**config.mk**
```make
export PLATFORM = sky130hd
export DESIGN_NAME = granule_map_allocator
export DESIGN_NICKNAME = d
export VERILOG_FILES = /design/src/rtl/gma_pkg.sv /design/src/rtl/granule_map_allocator.sv /design/src/rtl/gma_ram.sv /design/src/rtl/gma_row_unit.sv
export SDC_FILE = /design/constraint.sdc
export NUM_CORES = 2
export LEC_CHECK = 0
export ABC_AREA = 1
export BUFFER_PORTS_ARGS = -buffer_cell sky130_fd_sc_hd__buf_2
export CORE_MARGIN = 5
export CORE_UTILIZATION = 30
export DETAILED_ROUTE_END_ITERATION = 16
export GPL_TIMING_DRIVEN = 0
export HOLD_SLACK_MARGIN = 0.15
export PLACE_DENSITY = 0.51
export SLEW_MARGIN = 20
export SYNTH_ARGS = -nofsm -noshare
export SYNTH_HDL_FRONTEND = slang
export SYNTH_SLANG_ARGS = --single-unit
export TNS_END_PERCENT = 1
```
**constraint.sdc**
```tcl
create_clock -name i_clk -period 7.52 [get_ports i_clk]
set_input_delay 0.752 -clock i_clk [delete_from_list [all_inputs] [get_ports i_clk]]
set_output_delay 0.752 -clock i_clk [all_outputs]
set_load 0.02 [all_outputs]
```
**src/rtl/gma_pkg.sv**
```systemverilog
`timescale 1ns / 1ps
// Shared types, sizes and codes for the granule map allocator.
// No dependencies; the top level and the row unit import it.
package gma_pkg;

    localparam int ENTRIES       = 1024;
    localparam int GRANULE_BYTES = 16;
    localparam int POOL_BYTES    = ENTRIES * GRANULE_BYTES;

    localparam int TAG_W        = 2;
    localparam int TAGS_PER_ROW = 16;
    localparam int ROWS         = ENTRIES / TAGS_PER_ROW;
    localparam int ROW_BITS     = TAGS_PER_ROW * TAG_W;
    localparam int POS_W        = $clog2(TAGS_PER_ROW);
    localparam int POSX_W       = POS_W + 1;
    localparam int ROW_W        = $clog2(ROWS);
    localparam int IDX_W        = $clog2(ENTRIES);
    localparam int RUN_W        = IDX_W + 1;
    localparam int GRAN_SHIFT   = $clog2(GRANULE_BYTES);

    localparam int REQ_W   = 16;
    localparam int OFF_W   = 15;
    localparam int AOFF_W  = 14;
    localparam int BYTES_W = 15;
    localparam int SUM_W   = REQ_W + 1;

    typedef enum logic [0:0] {
        OP_ALLOC = 1'b0,
        OP_FREE  = 1'b1
    } t_op;

    typedef enum logic [1:0] {
        ST_OK         = 2'd0,
        ST_ZERO_REQ   = 2'd1,
        ST_NO_SPACE   = 2'd2,
        ST_BAD_OFFSET = 2'd3
    } t_status;

    typedef enum logic [3:0] {
        S_IDLE,
        S_CHECK,
        S_SCAN,
        S_RIGHT,
        S_WRITE_RD,
        S_WRITE,
        S_FREE_PREV,
        S_FREE_FIRST,
        S_CLEAR
    } t_state;

    typedef struct packed {
        t_op                operation;
        logic [REQ_W-1:0]   request_bytes;
        logic [OFF_W-1:0]   free_offset;
    } t_request;

    typedef struct packed {
        t_status              status;
        logic [AOFF_W-1:0]    alloc_offset;
        logic [BYTES_W-1:0]   freed_bytes;
    } t_result;

    // controls for the shared row unit
    typedef struct packed {
        logic [RUN_W-1:0]   carry_run;
        logic [RUN_W-1:0]   need;
        logic [TAG_W-1:0]   carry_tag;
        logic [POS_W-1:0]   lo;
        logic [POSX_W-1:0]  hi_excl;
        logic [TAG_W-1:0]   fill;
        logic [TAG_W-1:0]   match;
        logic               clear_mode;
    } t_unit_ctl;

    typedef struct packed {
        logic               hit;
        logic [POS_W-1:0]   pos;
        logic [RUN_W-1:0]   run_out;
        logic [TAG_W-1:0]   carry_tag_out;
        logic [TAG_W-1:0]   left_tag;
        logic [TAG_W-1:0]   next_tag;
        logic [POSX_W-1:0]  stop;
        logic [ROW_BITS-1:0] wdata;
    } t_unit_out;

endpackage

```
**src/rtl/granule_map_allocator.sv**
```systemverilog
`timescale 1ns / 1ps
// Top level of the granule map allocator: sequencer, used-byte count, map RAM.
// Depends on gma_pkg, gma_ram and gma_row_unit.
//
// Usage:
// Requests enter on i_req and are transferred at a rising edge with start high
// and busy low. busy stays high until the result is out. Each request gives
// exactly one result on o_result, shown for one cycle with o_valid high; the
// receiver cannot stall, so it must take o_result whenever o_valid is set.
// A new request may be transferred in the same cycle that o_valid is shown.
// The map is held 16 tags per RAM row (64 rows) and one row unit walks it,
// one row per cycle, through the single RAM read port.
// Steps, from transfer to o_valid:
//   zero or oversized allocate, free offset past the pool: a check only;
//   allocate: a check, a row-by-row scan, a read of the right neighbor
//   when it lies in the next row, then a tag sweep over the rows;
//   free: a check, a read of the previous tag unless the offset is zero,
//   a read of the first tag, then a clear sweep if that tag is in use.
// Reset (i_rst_n low at a clock edge) empties the map and the used count at
// once through per-row valid bits; no clearing sweep is run.
module granule_map_allocator (
    input  logic              i_clk,
    input  logic              i_rst_n,
    input  logic              start,
    input  gma_pkg::t_request i_req,
    output logic              busy,
    output logic              o_valid,
    output gma_pkg::t_result  o_result
);
    import gma_pkg::*;

    t_state             r_state,    n_state;
    t_request           r_req,      n_req;
    logic [RUN_W-1:0]   r_need,     n_need;
    logic [ROW_W-1:0]   r_row,      n_row;
    logic [RUN_W-1:0]   r_run,      n_run;
    logic [TAG_W-1:0]   r_last_nz,  n_last_nz;
    logic [IDX_W-1:0]   r_start,    n_start;
    logic [IDX_W-1:0]   r_end,      n_end;
    logic [TAG_W-1:0]   r_left,     n_left;
    logic [TAG_W-1:0]   r_right,    n_right;
    logic [TAG_W-1:0]   r_id,       n_id;
    logic [TAG_W-1:0]   r_prev,     n_prev;
    logic               r_has_prev, n_has_prev;
    logic [TAG_W-1:0]   r_first,    n_first;
    logic [RUN_W-1:0]   r_count,    n_count;
    logic [BYTES_W-1:0] r_used,     n_used;
    logic               r_valid,    n_valid;
    t_result            r_result,   n_result;
    logic [ROWS-1:0]    r_row_valid;
    logic               r_rd_valid;

    logic [ROW_W-1:0]    ram_raddr;
    logic [ROW_W-1:0]    ram_waddr;
    logic                ram_we;
    logic [ROW_BITS-1:0] ram_wdata;
    logic [ROW_BITS-1:0] ram_q;
    logic [ROW_BITS-1:0] eff_row;

    t_unit_ctl           unit_ctl;
    t_unit_out           unit_out;

    logic [SUM_W-1:0]    used_sum;
    logic [SUM_W-1:0]    round_sum;
    logic [IDX_W-1:0]    free_idx;
    logic [IDX_W-1:0]    prev_idx;
    logic [IDX_W-1:0]    hit_idx;
    logic [TAG_W-1:0]    first_tag;
    logic [RUN_W-1:0]    count_new;
    logic [BYTES_W-1:0]  clear_bytes;
    logic [ROW_W-1:0]    start_row;
    logic [ROW_W-1:0]    end_row;

    gma_ram #(
        .WIDTH (ROW_BITS),
        .DEPTH (ROWS)
    ) u_map (
        .i_clk   (i_clk),
        .i_we    (ram_we),
        .i_waddr (ram_waddr),
        .i_wdata (ram_wdata),
        .i_raddr (ram_raddr),
        .o_rdata (ram_q)
    );

    gma_row_unit u_row (
        .i_row (eff_row),
        .i_ctl (unit_ctl),
        .o_res (unit_out)
    );

    // a row never written since reset reads as all free
    assign eff_row     = r_rd_valid ? ram_q : '0;
    assign used_sum    = SUM_W'(r_used) + SUM_W'(r_req.request_bytes);
    assign round_sum   = SUM_W'(r_req.request_bytes) + SUM_W'(GRANULE_BYTES - 1);
    assign free_idx    = r_req.free_offset[GRAN_SHIFT +: IDX_W];
    assign prev_idx    = free_idx - IDX_W'(1);
    assign hit_idx     = {r_row, unit_out.pos};
    assign first_tag   = eff_row[r_start[POS_W-1:0]*TAG_W +: TAG_W];
    assign count_new   = r_count + RUN_W'(unit_out.stop - {1'b0, unit_ctl.lo});
    assign clear_bytes = BYTES_W'({count_new, {GRAN_SHIFT{1'b0}}});
    assign start_row   = r_start[IDX_W-1:POS_W];
    assign end_row     = r_end[IDX_W-1:POS_W];

    always_comb begin
        n_state    = r_state;
        n_req      = r_req;
        n_need     = r_need;
        n_row      = r_row;
        n_run      = r_run;
        n_last_nz  = r_last_nz;
        n_start    = r_start;
        n_end      = r_end;
        n_left     = r_left;
        n_right    = r_right;
        n_id       = r_id;
        n_prev     = r_prev;
        n_has_prev = r_has_prev;
        n_first    = r_first;
        n_count    = r_count;
        n_used     = r_used;
        n_valid    = 1'b0;
        n_result   = r_result;

        ram_raddr = r_row;
        ram_waddr = r_row;
        ram_we    = 1'b0;
        ram_wdata = unit_out.wdata;

        unit_ctl.carry_run  = r_run;
        unit_ctl.need       = r_need;
        unit_ctl.carry_tag  = r_last_nz;
        unit_ctl.lo         = '0;
        unit_ctl.hi_excl    = POSX_W'(TAGS_PER_ROW);
        unit_ctl.fill       = r_id;
        unit_ctl.match      = r_first;
        unit_ctl.clear_mode = 1'b0;

        case (r_state)
            S_IDLE: begin
                if (start) begin
                    n_req   = i_req;
                    n_state = S_CHECK;
                end
            end

            S_CHECK: begin
                if (r_req.operation == OP_ALLOC) begin
                    if (r_req.request_bytes == '0) begin
                        n_valid               = 1'b1;
                        n_result.status       = ST_ZERO_REQ;
                        n_result.alloc_offset = '0;
                        n_result.freed_bytes  = '0;
                        n_state               = S_IDLE;
                    end else if (used_sum > SUM_W'(POOL_BYTES)) begin
                        n_valid               = 1'b1;
                        n_result.status       = ST_NO_SPACE;
                        n_result.alloc_offset = '0;
                        n_result.freed_bytes  = '0;
                        n_state               = S_IDLE;
                    end else begin
                        n_need    = round_sum[GRAN_SHIFT +: RUN_W];
                        n_row     = '0;
                        n_run     = '0;
                        n_last_nz = TAG_W'(1);    // left map edge acts as id 1
                        ram_raddr = '0;
                        n_state   = S_SCAN;
                    end
                end else begin
                    if (r_req.free_offset >= OFF_W'(POOL_BYTES)) begin
                        n_valid               = 1'b1;
                        n_result.status       = ST_BAD_OFFSET;
                        n_result.alloc_offset = '0;
                        n_result.freed_bytes  = '0;
                        n_state               = S_IDLE;
                    end else begin
                        n_start = free_idx;
                        if (free_idx != '0) begin
                            n_has_prev = 1'b1;
                            ram_raddr  = prev_idx[IDX_W-1:POS_W];
                            n_state    = S_FREE_PREV;
                        end else begin
                            n_has_prev = 1'b0;
                            ram_raddr  = free_idx[IDX_W-1:POS_W];
                            n_state    = S_FREE_FIRST;
                        end
                    end
                end
            end

            S_SCAN: begin
                // fetch the next row ahead; it also holds a right neighbor
                // that falls past the end of this row
                ram_raddr = r_row + ROW_W'(1);
                if (unit_out.hit) begin
                    n_end   = hit_idx;
                    n_start = IDX_W'(RUN_W'(hit_idx) + RUN_W'(1) - r_need);
                    n_left  = unit_out.left_tag;
                    if (hit_idx == IDX_W'(ENTRIES - 1)) begin
                        n_right = TAG_W'(1);
                        n_state = S_WRITE_RD;
                    end else if (unit_out.pos == POS_W'(TAGS_PER_ROW - 1)) begin
                        n_state = S_RIGHT;
                    end else begin
                        n_right = unit_out.next_tag;
                        n_state = S_WRITE_RD;
                    end
                end else if (r_row == ROW_W'(ROWS - 1)) begin
                    n_valid               = 1'b1;
                    n_result.status       = ST_NO_SPACE;
                    n_result.alloc_offset = '0;
                    n_result.freed_bytes  = '0;
                    n_state               = S_IDLE;
                end else begin
                    n_row     = r_row + ROW_W'(1);
                    n_run     = unit_out.run_out;
                    n_last_nz = unit_out.carry_tag_out;
                end
            end

            S_RIGHT: begin
                n_right = eff_row[TAG_W-1:0];
                n_state = S_WRITE_RD;
            end

            S_WRITE_RD: begin
                ram_raddr = start_row;
                n_row     = start_row;
                if (r_left != TAG_W'(1) && r_right != TAG_W'(1)) begin
                    n_id = TAG_W'(1);
                end else if (r_left != TAG_W'(2) && r_right != TAG_W'(2)) begin
                    n_id = TAG_W'(2);
                end else begin
                    n_id = TAG_W'(3);
                end
                n_state = S_WRITE;
            end

            S_WRITE: begin
                ram_raddr = r_row + ROW_W'(1);
                unit_ctl.lo = (r_row == start_row) ? r_start[POS_W-1:0] : '0;
                unit_ctl.hi_excl = (r_row == end_row)
                                 ? POSX_W'(r_end[POS_W-1:0]) + POSX_W'(1)
                                 : POSX_W'(TAGS_PER_ROW);
                ram_we    = 1'b1;
                ram_waddr = r_row;
                if (r_row == end_row) begin
                    n_used                = r_used + BYTES_W'({r_need, {GRAN_SHIFT{1'b0}}});
                    n_valid               = 1'b1;
                    n_result.status       = ST_OK;
                    n_result.alloc_offset = AOFF_W'({r_start, {GRAN_SHIFT{1'b0}}});
                    n_result.freed_bytes  = '0;
                    n_state               = S_IDLE;
                end else begin
                    n_row = r_row + ROW_W'(1);
                end
            end

            S_FREE_PREV: begin
                n_prev    = eff_row[prev_idx[POS_W-1:0]*TAG_W +: TAG_W];
                ram_raddr = start_row;
                n_state   = S_FREE_FIRST;
            end

            S_FREE_FIRST: begin
                if (r_has_prev && first_tag == r_prev) begin
                    n_valid               = 1'b1;
                    n_result.status       = ST_BAD_OFFSET;
                    n_result.alloc_offset = '0;
                    n_result.freed_bytes  = '0;
                    n_state               = S_IDLE;
                end else if (first_tag == '0) begin
                    n_valid               = 1'b1;
                    n_result.status       = ST_OK;
                    n_result.alloc_offset = '0;
                    n_result.freed_bytes  = '0;
                    n_state               = S_IDLE;
                end else begin
                    n_first   = first_tag;
                    n_row     = start_row;
                    n_count   = '0;
                    ram_raddr = start_row;
                    n_state   = S_CLEAR;
                end
            end

            S_CLEAR: begin
                unit_ctl.clear_mode = 1'b1;
                unit_ctl.fill       = '0;
                unit_ctl.lo = (r_row == start_row) ? r_start[POS_W-1:0] : '0;
                ram_raddr = r_row + ROW_W'(1);
                ram_we    = 1'b1;
                ram_waddr = r_row;
                if (unit_out.stop != POSX_W'(TAGS_PER_ROW) ||
                    r_row == ROW_W'(ROWS - 1)) begin
                    n_used = (clear_bytes > r_used) ? '0 : r_used - clear_bytes;
                    n_valid               = 1'b1;
                    n_result.status       = ST_OK;
                    n_result.alloc_offset = '0;
                    n_result.freed_bytes  = clear_bytes;
                    n_state               = S_IDLE;
                end else begin
                    n_row   = r_row + ROW_W'(1);
                    n_count = count_new;
                end
            end

            default: begin
                n_state = S_IDLE;
            end
        endcase
    end

    always_ff @(posedge i_clk) begin
        if (!i_rst_n) begin
            r_state     <= S_IDLE;
            r_valid     <= 1'b0;
            r_used      <= '0;
            r_row_valid <= '0;
            r_rd_valid  <= 1'b0;
        end else begin
            r_state    <= n_state;
            r_valid    <= n_valid;
            r_used     <= n_used;
            r_rd_valid <= r_row_valid[ram_raddr];
            if (ram_we) begin
                r_row_valid[ram_waddr] <= 1'b1;
            end
        end
    end

    always_ff @(posedge i_clk) begin
        r_req      <= n_req;
        r_need     <= n_need;
        r_row      <= n_row;
        r_run      <= n_run;
        r_last_nz  <= n_last_nz;
        r_start    <= n_start;
        r_end      <= n_end;
        r_left     <= n_left;
        r_right    <= n_right;
        r_id       <= n_id;
        r_prev     <= n_prev;
        r_has_prev <= n_has_prev;
        r_first    <= n_first;
        r_count    <= n_count;
        r_result   <= n_result;
    end

    assign busy     = (r_state != S_IDLE);
    assign o_valid  = r_valid;
    assign o_result = r_result;

    a_result_after_work: assert property (@(posedge i_clk) disable iff (!i_rst_n)
        o_valid |-> $past(busy))
        else $error("result strobe without a request in progress");

    a_transfer_goes_busy: assert property (@(posedge i_clk) disable iff (!i_rst_n)
        (start && !busy) |=> busy)
        else $error("accepted request did not start work");

    a_used_in_pool: assert property (@(posedge i_clk) disable iff (!i_rst_n)
        (r_used <= BYTES_W'(POOL_BYTES)) && (r_used[GRAN_SHIFT-1:0] == '0))
        else $error("used count outside pool or not granule aligned");

    a_map_write_busy: assert property (@(posedge i_clk) disable iff (!i_rst_n)
        ram_we |-> busy)
        else $error("map written while idle");

    a_fail_fields_zero: assert property (@(posedge i_clk) disable iff (!i_rst_n)
        (o_valid && o_result.status != ST_OK) |->
            (o_result.alloc_offset == '0 && o_result.freed_bytes == '0))
        else $error("failed request reports nonzero offset or bytes");

endmodule

```
**src/rtl/gma_ram.sv**
```systemverilog
`timescale 1ns / 1ps
// Generic simple dual-port RAM: one write port, one registered read port.
// No dependencies.
module gma_ram #(
    parameter int WIDTH = 32,
    parameter int DEPTH = 64
) (
    input  logic                     i_clk,
    input  logic                     i_we,
    input  logic [$clog2(DEPTH)-1:0] i_waddr,
    input  logic [WIDTH-1:0]         i_wdata,
    input  logic [$clog2(DEPTH)-1:0] i_raddr,
    output logic [WIDTH-1:0]         o_rdata
);

    logic [WIDTH-1:0] r_mem [DEPTH];
    logic [WIDTH-1:0] r_rdata;

    always_ff @(posedge i_clk) begin
        if (i_we) begin
            r_mem[i_waddr] <= i_wdata;
        end
        r_rdata <= r_mem[i_raddr];
    end

    assign o_rdata = r_rdata;

endmodule

```
**src/rtl/gma_row_unit.sv**
```systemverilog
`timescale 1ns / 1ps
// Row unit: free-run search, run-end search and tag merge over one map row.
// Depends on gma_pkg.
module gma_row_unit (
    input  logic [gma_pkg::ROW_BITS-1:0] i_row,
    input  gma_pkg::t_unit_ctl           i_ctl,
    output gma_pkg::t_unit_out           o_res
);
    import gma_pkg::*;

    logic [TAG_W-1:0]        tag     [TAGS_PER_ROW];
    logic [POS_W-1:0]        last_nz [TAGS_PER_ROW];
    logic [RUN_W-1:0]        run     [TAGS_PER_ROW];
    logic [TAGS_PER_ROW-1:0] nz;
    logic [TAGS_PER_ROW-1:0] has_nz;
    logic [TAGS_PER_ROW-1:0] hit;
    logic [POS_W-1:0]        sel;
    logic [POSX_W-1:0]       stop;
    logic [POSX_W-1:0]       hi_eff;

    always_comb begin
        for (int j = 0; j < TAGS_PER_ROW; j++) begin
            tag[j] = i_row[j*TAG_W +: TAG_W];
            nz[j]  = (tag[j] != '0);
        end

        // run length ending at each slot, carried in from earlier rows
        for (int j = 0; j < TAGS_PER_ROW; j++) begin
            has_nz[j]  = 1'b0;
            last_nz[j] = '0;
            for (int k = 0; k < TAGS_PER_ROW; k++) begin
                if (k <= j && nz[k]) begin
                    has_nz[j]  = 1'b1;
                    last_nz[j] = POS_W'(k);
                end
            end
            if (nz[j]) begin
                run[j] = '0;
            end else if (has_nz[j]) begin
                run[j] = RUN_W'(j) - RUN_W'(last_nz[j]);
            end else begin
                run[j] = i_ctl.carry_run + RUN_W'(j + 1);
            end
            hit[j] = !nz[j] && (run[j] >= i_ctl.need);
        end

        sel = '0;
        for (int j = TAGS_PER_ROW - 1; j >= 0; j--) begin
            if (hit[j]) begin
                sel = POS_W'(j);
            end
        end

        // first slot at or above lo whose tag leaves the run
        stop = POSX_W'(TAGS_PER_ROW);
        for (int j = TAGS_PER_ROW - 1; j >= 0; j--) begin
            if (POS_W'(j) >= i_ctl.lo && tag[j] != i_ctl.match) begin
                stop = POSX_W'(j);
            end
        end

        hi_eff = i_ctl.clear_mode ? stop : i_ctl.hi_excl;

        for (int j = 0; j < TAGS_PER_ROW; j++) begin
            if (POSX_W'(j) >= {1'b0, i_ctl.lo} && POSX_W'(j) < hi_eff) begin
                o_res.wdata[j*TAG_W +: TAG_W] = i_ctl.fill;
            end else begin
                o_res.wdata[j*TAG_W +: TAG_W] = tag[j];
            end
        end

        o_res.hit           = |hit;
        o_res.pos           = sel;
        o_res.run_out       = run[TAGS_PER_ROW-1];
        o_res.carry_tag_out = has_nz[TAGS_PER_ROW-1] ? tag[last_nz[TAGS_PER_ROW-1]]
                                                     : i_ctl.carry_tag;
        o_res.left_tag      = has_nz[sel] ? tag[last_nz[sel]] : i_ctl.carry_tag;
        o_res.next_tag      = tag[POS_W'(sel + POS_W'(1))];
        o_res.stop          = stop;
    end

endmodule
```
Word-level counts from Yosys, hierarchy flattened
Memory sizes are Yosys's and may differ from the RTL's. A register that Yosys moved wholly into a read port is not among the register bits.
Cells that the tools add are included.
W data, S select, Z words.

word-level totals
  register bits = 220
  logic and storage cells = 548
  bits in writable memories = 2048
  output and inout bits = 33
  input port bits = 35
  memories = 1

memories
  name         words  width  read ports  clocked after Yosys merged registers in  write ports  RTL line       text
  u_map.r_mem  64     32     1           1                                        1            gma_ram.sv:16  logic [WIDTH-1:0] r_mem [DEPTH];

operators by class
  muxes and demuxes = 223
  add/sub/neg operators = 43
  reductions and logical operators = 113
  order comparisons = 74
  equality and inequality tests = 57
  shift operators = 2
  bitwise operators = 11

operators by type and width
  operator                 number
  $mux W11                 40
  $mux W31                 10
  $ge A11 B11 Y1           16
  $pmux W31 S5             1
  $mux W4                  38
  $mux W5                  19
  $add A11 B4 Y11 const B  8
  $mux W2                  37
  $mux W6                  12
  $or A64 B64 Y64          1
  $shiftx A32 B6 Y2        2
  $ge A4 B4 Y1 const A     15
  $logic_and A1 B1 Y1      51
  $mux W15                 3
  $add A11 B3 Y11 const B  4
  $pmux W11 S2             2
  $lt A4 B5 Y1 const A     8
  $reduce_bool A2 Y1       20
  $sub A4 B4 Y5 const A    8
  $mux W1                  37
  $pmux W4 S9              1
  $pmux W6 S6              1
  $ne A2 B2 Y1 const B     17
  $ge A3 B4 Y1 const A     8
  other kinds (78)         164

Logic depth before layout (Yosys ltp)
  depth after elaboration = 47
  mapped depth = 61
  depth with buffers taken out = 59

Hierarchy
A second synthesis with hierarchy kept.

second synthesis, totals
  cell total of the unflattened synthesis = 10301
  area, all modules = 106000.4 um2

by module, submodules not included
  module                 cells an instance  instances  area each (um2)  seq. area each (um2)
  gma_ram                6785               1          82785.6          62139.6
  granule_map_allocator  1673               1          12674.7          5315.1
  gma_row_unit           1843               1          10540.1          0.0

Worst setup path before layout
No wires, ideal clock.

  path type = register to register
  start point = register r_rd_valid
  end point = register r_start[9] (data pin)
  data required time = 7.258 ns
  clock period less this slack = 6.585 ns
  data arrival time = 6.323 ns
  library setup time = 0.262 ns
  path slack = 0.935 ns
  path buffers = 2
  cell stages (with the launch flop) = 60
  path through = dfxtp_1 -> buf_6 -> nand2_1 -> inv_2 -> nor2_2 -> inv_1 -> nor2_1 -> inv_1 -> nor2_1 -> inv_1 -> nor2_1 -> inv_2 -> nor2_1 -> inv_2 -> nor2_1 -> inv_1 -> nor2_1 -> inv_1 -> (+24 left out) -> nand2_1 -> nand2_1 -> nand2_1 -> nand2_1 -> inv_1 -> ha_1 -> ha_1 -> fa_1 -> a31oi_1 -> nor2_1 -> nor2_1 -> nor2_1 -> nor2_1 -> nor2_1 -> o21ai_0 -> nand2_1 -> xor2_1 -> o21ai_0

RTL lines
  what                    RTL line                      text
  from (decl)             granule_map_allocator.sv:51   logic r_rd_valid;
  from (signal assigned)  granule_map_allocator.sv:325  r_rd_valid <= r_row_valid[ram_raddr];
  to (signal assigned)    granule_map_allocator.sv:338  r_start <= n_start;
  to (decl)               granule_map_allocator.sv:38   logic [IDX_W-1:0] r_start, n_start;

==> impl_results.md <==
- Number of enable flip-flop cells after synthesis: 2171
- Netlist cell types: 69
- First-pass GRT wire length: 550 mm
- TritonCTS Buffers: 263
- DRC errors left: 0
- Fin. max-slew vios: 0
- IO Port Bufs: 55
- Largest net degree at the start of global routing: 33
- Max Root-Sink Buffers: 4
- WL/cell: 26.8 um
- Final hold vios: 0
- Max-slew headroom: 0.196
- Worst path bufs/invs: 9
- Number of global-route vias before repair: 73808
- Site Rows: 217
- Initial antenna violation count: 37
- Worst Max-Slew Pin Slew: 1.20 ns
- Predominant post-synthesis flop cell: edfxtp_1
- Die width: 602 um
- Final HPWL from detailed placement: 293 mm
- Max Clock Freq: 138 MHz
- R2R Path End: r_left[0]
- Fraction of registers with async set/reset: 0
- Core area: 0.349 mm2
- Initial Utilization: 0.301
- Synth top area share: 0.621
- Reg-to-Reg Start: r_rd_valid
- Drt via density: 5.23
- CTS tree: done
- Crit path DAT: 7.77 ns
- Critical path capture point: r_left[0]
- Yosys warns: 0
- FILL cells: 34148
- Layout cells sized above 1: 0.147
- Crit path from: r_rd_valid
- Clock Sinks: 2284
- Avg Inst Size Synth: 11.3 um2
- Leading area contributor after synthesis: edfxtp_1
- Area Overhead vs Synth: 19.8%
- Tcrit/Tclk final: 0.961
- Total Die Area: 0.362 mm2
- Critical Setup Path Class: reg -> reg
- Final Cell Area: 0.126 mm2
- CTS H-Tree Depth: 5
- Nature of the critical path endpoint: register
- Worst Setup Start Kind: register
- Hold_sp: i_rst_n
- R2R Setup Slk: 0.30 ns
- Crit-path slowest cell: dfxtp_4
- Synth Register Bits: 2284
- Nets: 10233
- CP Depth: 55
- Drt pass-1 iters: 8
- Cell with the most instances on the worst path: nand2_1
- First-iteration detailed-routing DRC count: 8577
- Req. time, crit path: 8.06 ns
- RSZ-0062 raised after global routing: yes
- Clock root buffer: clkbuf_16
- Min-delay worst type: in -> reg
- CP max stage delay: 0.40 ns
- Most common cell after layout, fill and taps aside: edfxtp_1
- Die height: 602 um
- Ports: 68
- Final setup viols: 0
- DP Area: 0.116 mm2
- GR Util All Layers: 0.209
- Post-layout min period: 7.22 ns
- Routed WL: 394 mm
- Antenna Violating Nets Remaining: 0
- Vias post-DR: 77062
- Max-cap violation count: 0
- R2R cell count: 55
- Final hold slack: 0.235 ns
- CP delay by family, top: simple AND/OR/NAND/NOR gates
- GRT Residual Overflow: 0
- Commonest cells after routing, fill and taps aside: 2171 x edfxtp_1, 984 x o211ai_1, 952 x nor2_1
- Post-synthesis cell area: 0.105 mm2
- Clock Skew: 0.0835 ns
- Mapped Cells: 9333
- Status: complete, no violations
- Clock network latency to the later pin of the worst-skew pair: 0.92 ns
- CP max FO: 10
- Worst-path clk slew: 0.06 ns
- Sequential area share after synthesis: 0.642
- Synth top area cells: edfxtp_1 62%, o211ai_1 7.0%, nor2_1 3.7%
- RePlAce Congestion: 0.985
-- metrics by stage --
step | cells | setup WS, ns | utilization | setup TNS [ns]
6_report | 14740 | 0.296 | 0.360 | 0
5_1_grt | 14736 | -0.0932 | 0.360 | -0.204
4_1_cts | 14675 | 0.0319 | 0.357 | 0
3_5_place_dp | 14154 | -2.35 | 0.331 | -84.03
3_3_place_gp | 13994 | -8.30 | 0.318 | -
2_1_floorplan | 9340 | 0.935 | - | 0
-- worst min-delay path by stage --
| stage | cells past startpoint | slack, ns | end |
|---|---|---|---|
| after detailed placement | 0 | 0.44 | r_end[9] |
| after global placement | 2 | 0.45 | r_row_valid[0] |
| after floorplan | 0 | 0.42 | r_end[9] |
| final | 3 | 0.23 | r_used[5] |
| after CTS | 3 | 0.18 | r_used[5] |
| after global routing | 3 | 0.23 | r_used[4] |
-- metal layers --
metal	vias up	global-route usage	wire length, um	part of all wire
li1	35028	-	-	-
met1	38370	0.275	164000	0.42
met2	2988	0.346	186000	0.47
met3	668	0.0320	26300	0.067
met4	8	0.0816	17700	0.045
met5	-	0	54	0.00014
-- cell usage after synthesis, drive strengths merged, types with 50 or more instances --
library cell  number
buf              274
o21ai            829
nor2            1066
nand3            725
nand2            945
or2              235
edfxtp          2171
a21oi            263
ha               268
dfxtp            113
o211ai           984
nor3              67
clkinv            50
clkbuf           274
xor2             123
inv              739
-- worst min-delay path, cell delays in order --
cell     delay (ns)
buf_2          0.17
o21ai_0        0.09
a21oi_1        0.04
-- repair_timing --
action	4_1_cts	5_1_grt
cloned	0	2
hold buffers	28	0
gates resized for setup	136	151
endpoints found under the hold margin	28	0
pin swaps	16	57
endpoints found under the setup margin	99	20
buffers inserted	20	59
-- flip-flops by register name (all words and copies together), names as in the netlist, 18 cells and up --
signal and flops:
r_req 18, o_result 23, u_map.r_mem 2048, r_row_valid 64, u_map.o_rdata 32
-- cell families (layout without fill, tap and decap cells) --
| group | Yosys count | count (layout) | share of synthesized area |
|---|---|---|---|
| AOI/OAI and AO/OA | 2196 | 2196 | 0.131 |
| xor gates and xnor gates | 146 | 146 | 0.0122 |
| adders and majority gates | 273 | 273 | 0.0329 |
| buffers and inverters | 1337 | 2133 | 0.0521 |
| DFF | 2284 | 2284 | 0.642 |
| other | 1 | 13 | 0.0000357 |
| and+or+nand+nor | 3096 | 3096 | 0.129 |
-- final cells by class --
class / count / area (um2) / share of cell area
tap: 4599 / 5750 / 0.0457
multi-input combinational: 5719 / 33600 / 0.267
clock buffer: 321 / 6970 / 0.0554
timing repair buffer: 324 / 4970 / 0.0395
antenna: 5 / 12.5 / 0.0000995
buffer: 544 / 2560 / 0.0203
clock inverter: 155 / 1420 / 0.0113
sequential: 2284 / 67500 / 0.536
inverter: 789 / 3030 / 0.0241
Power is left out: the tool's default activity adds up to more than one toggle a clock period on the data nets, which glitch-free logic cannot reach.
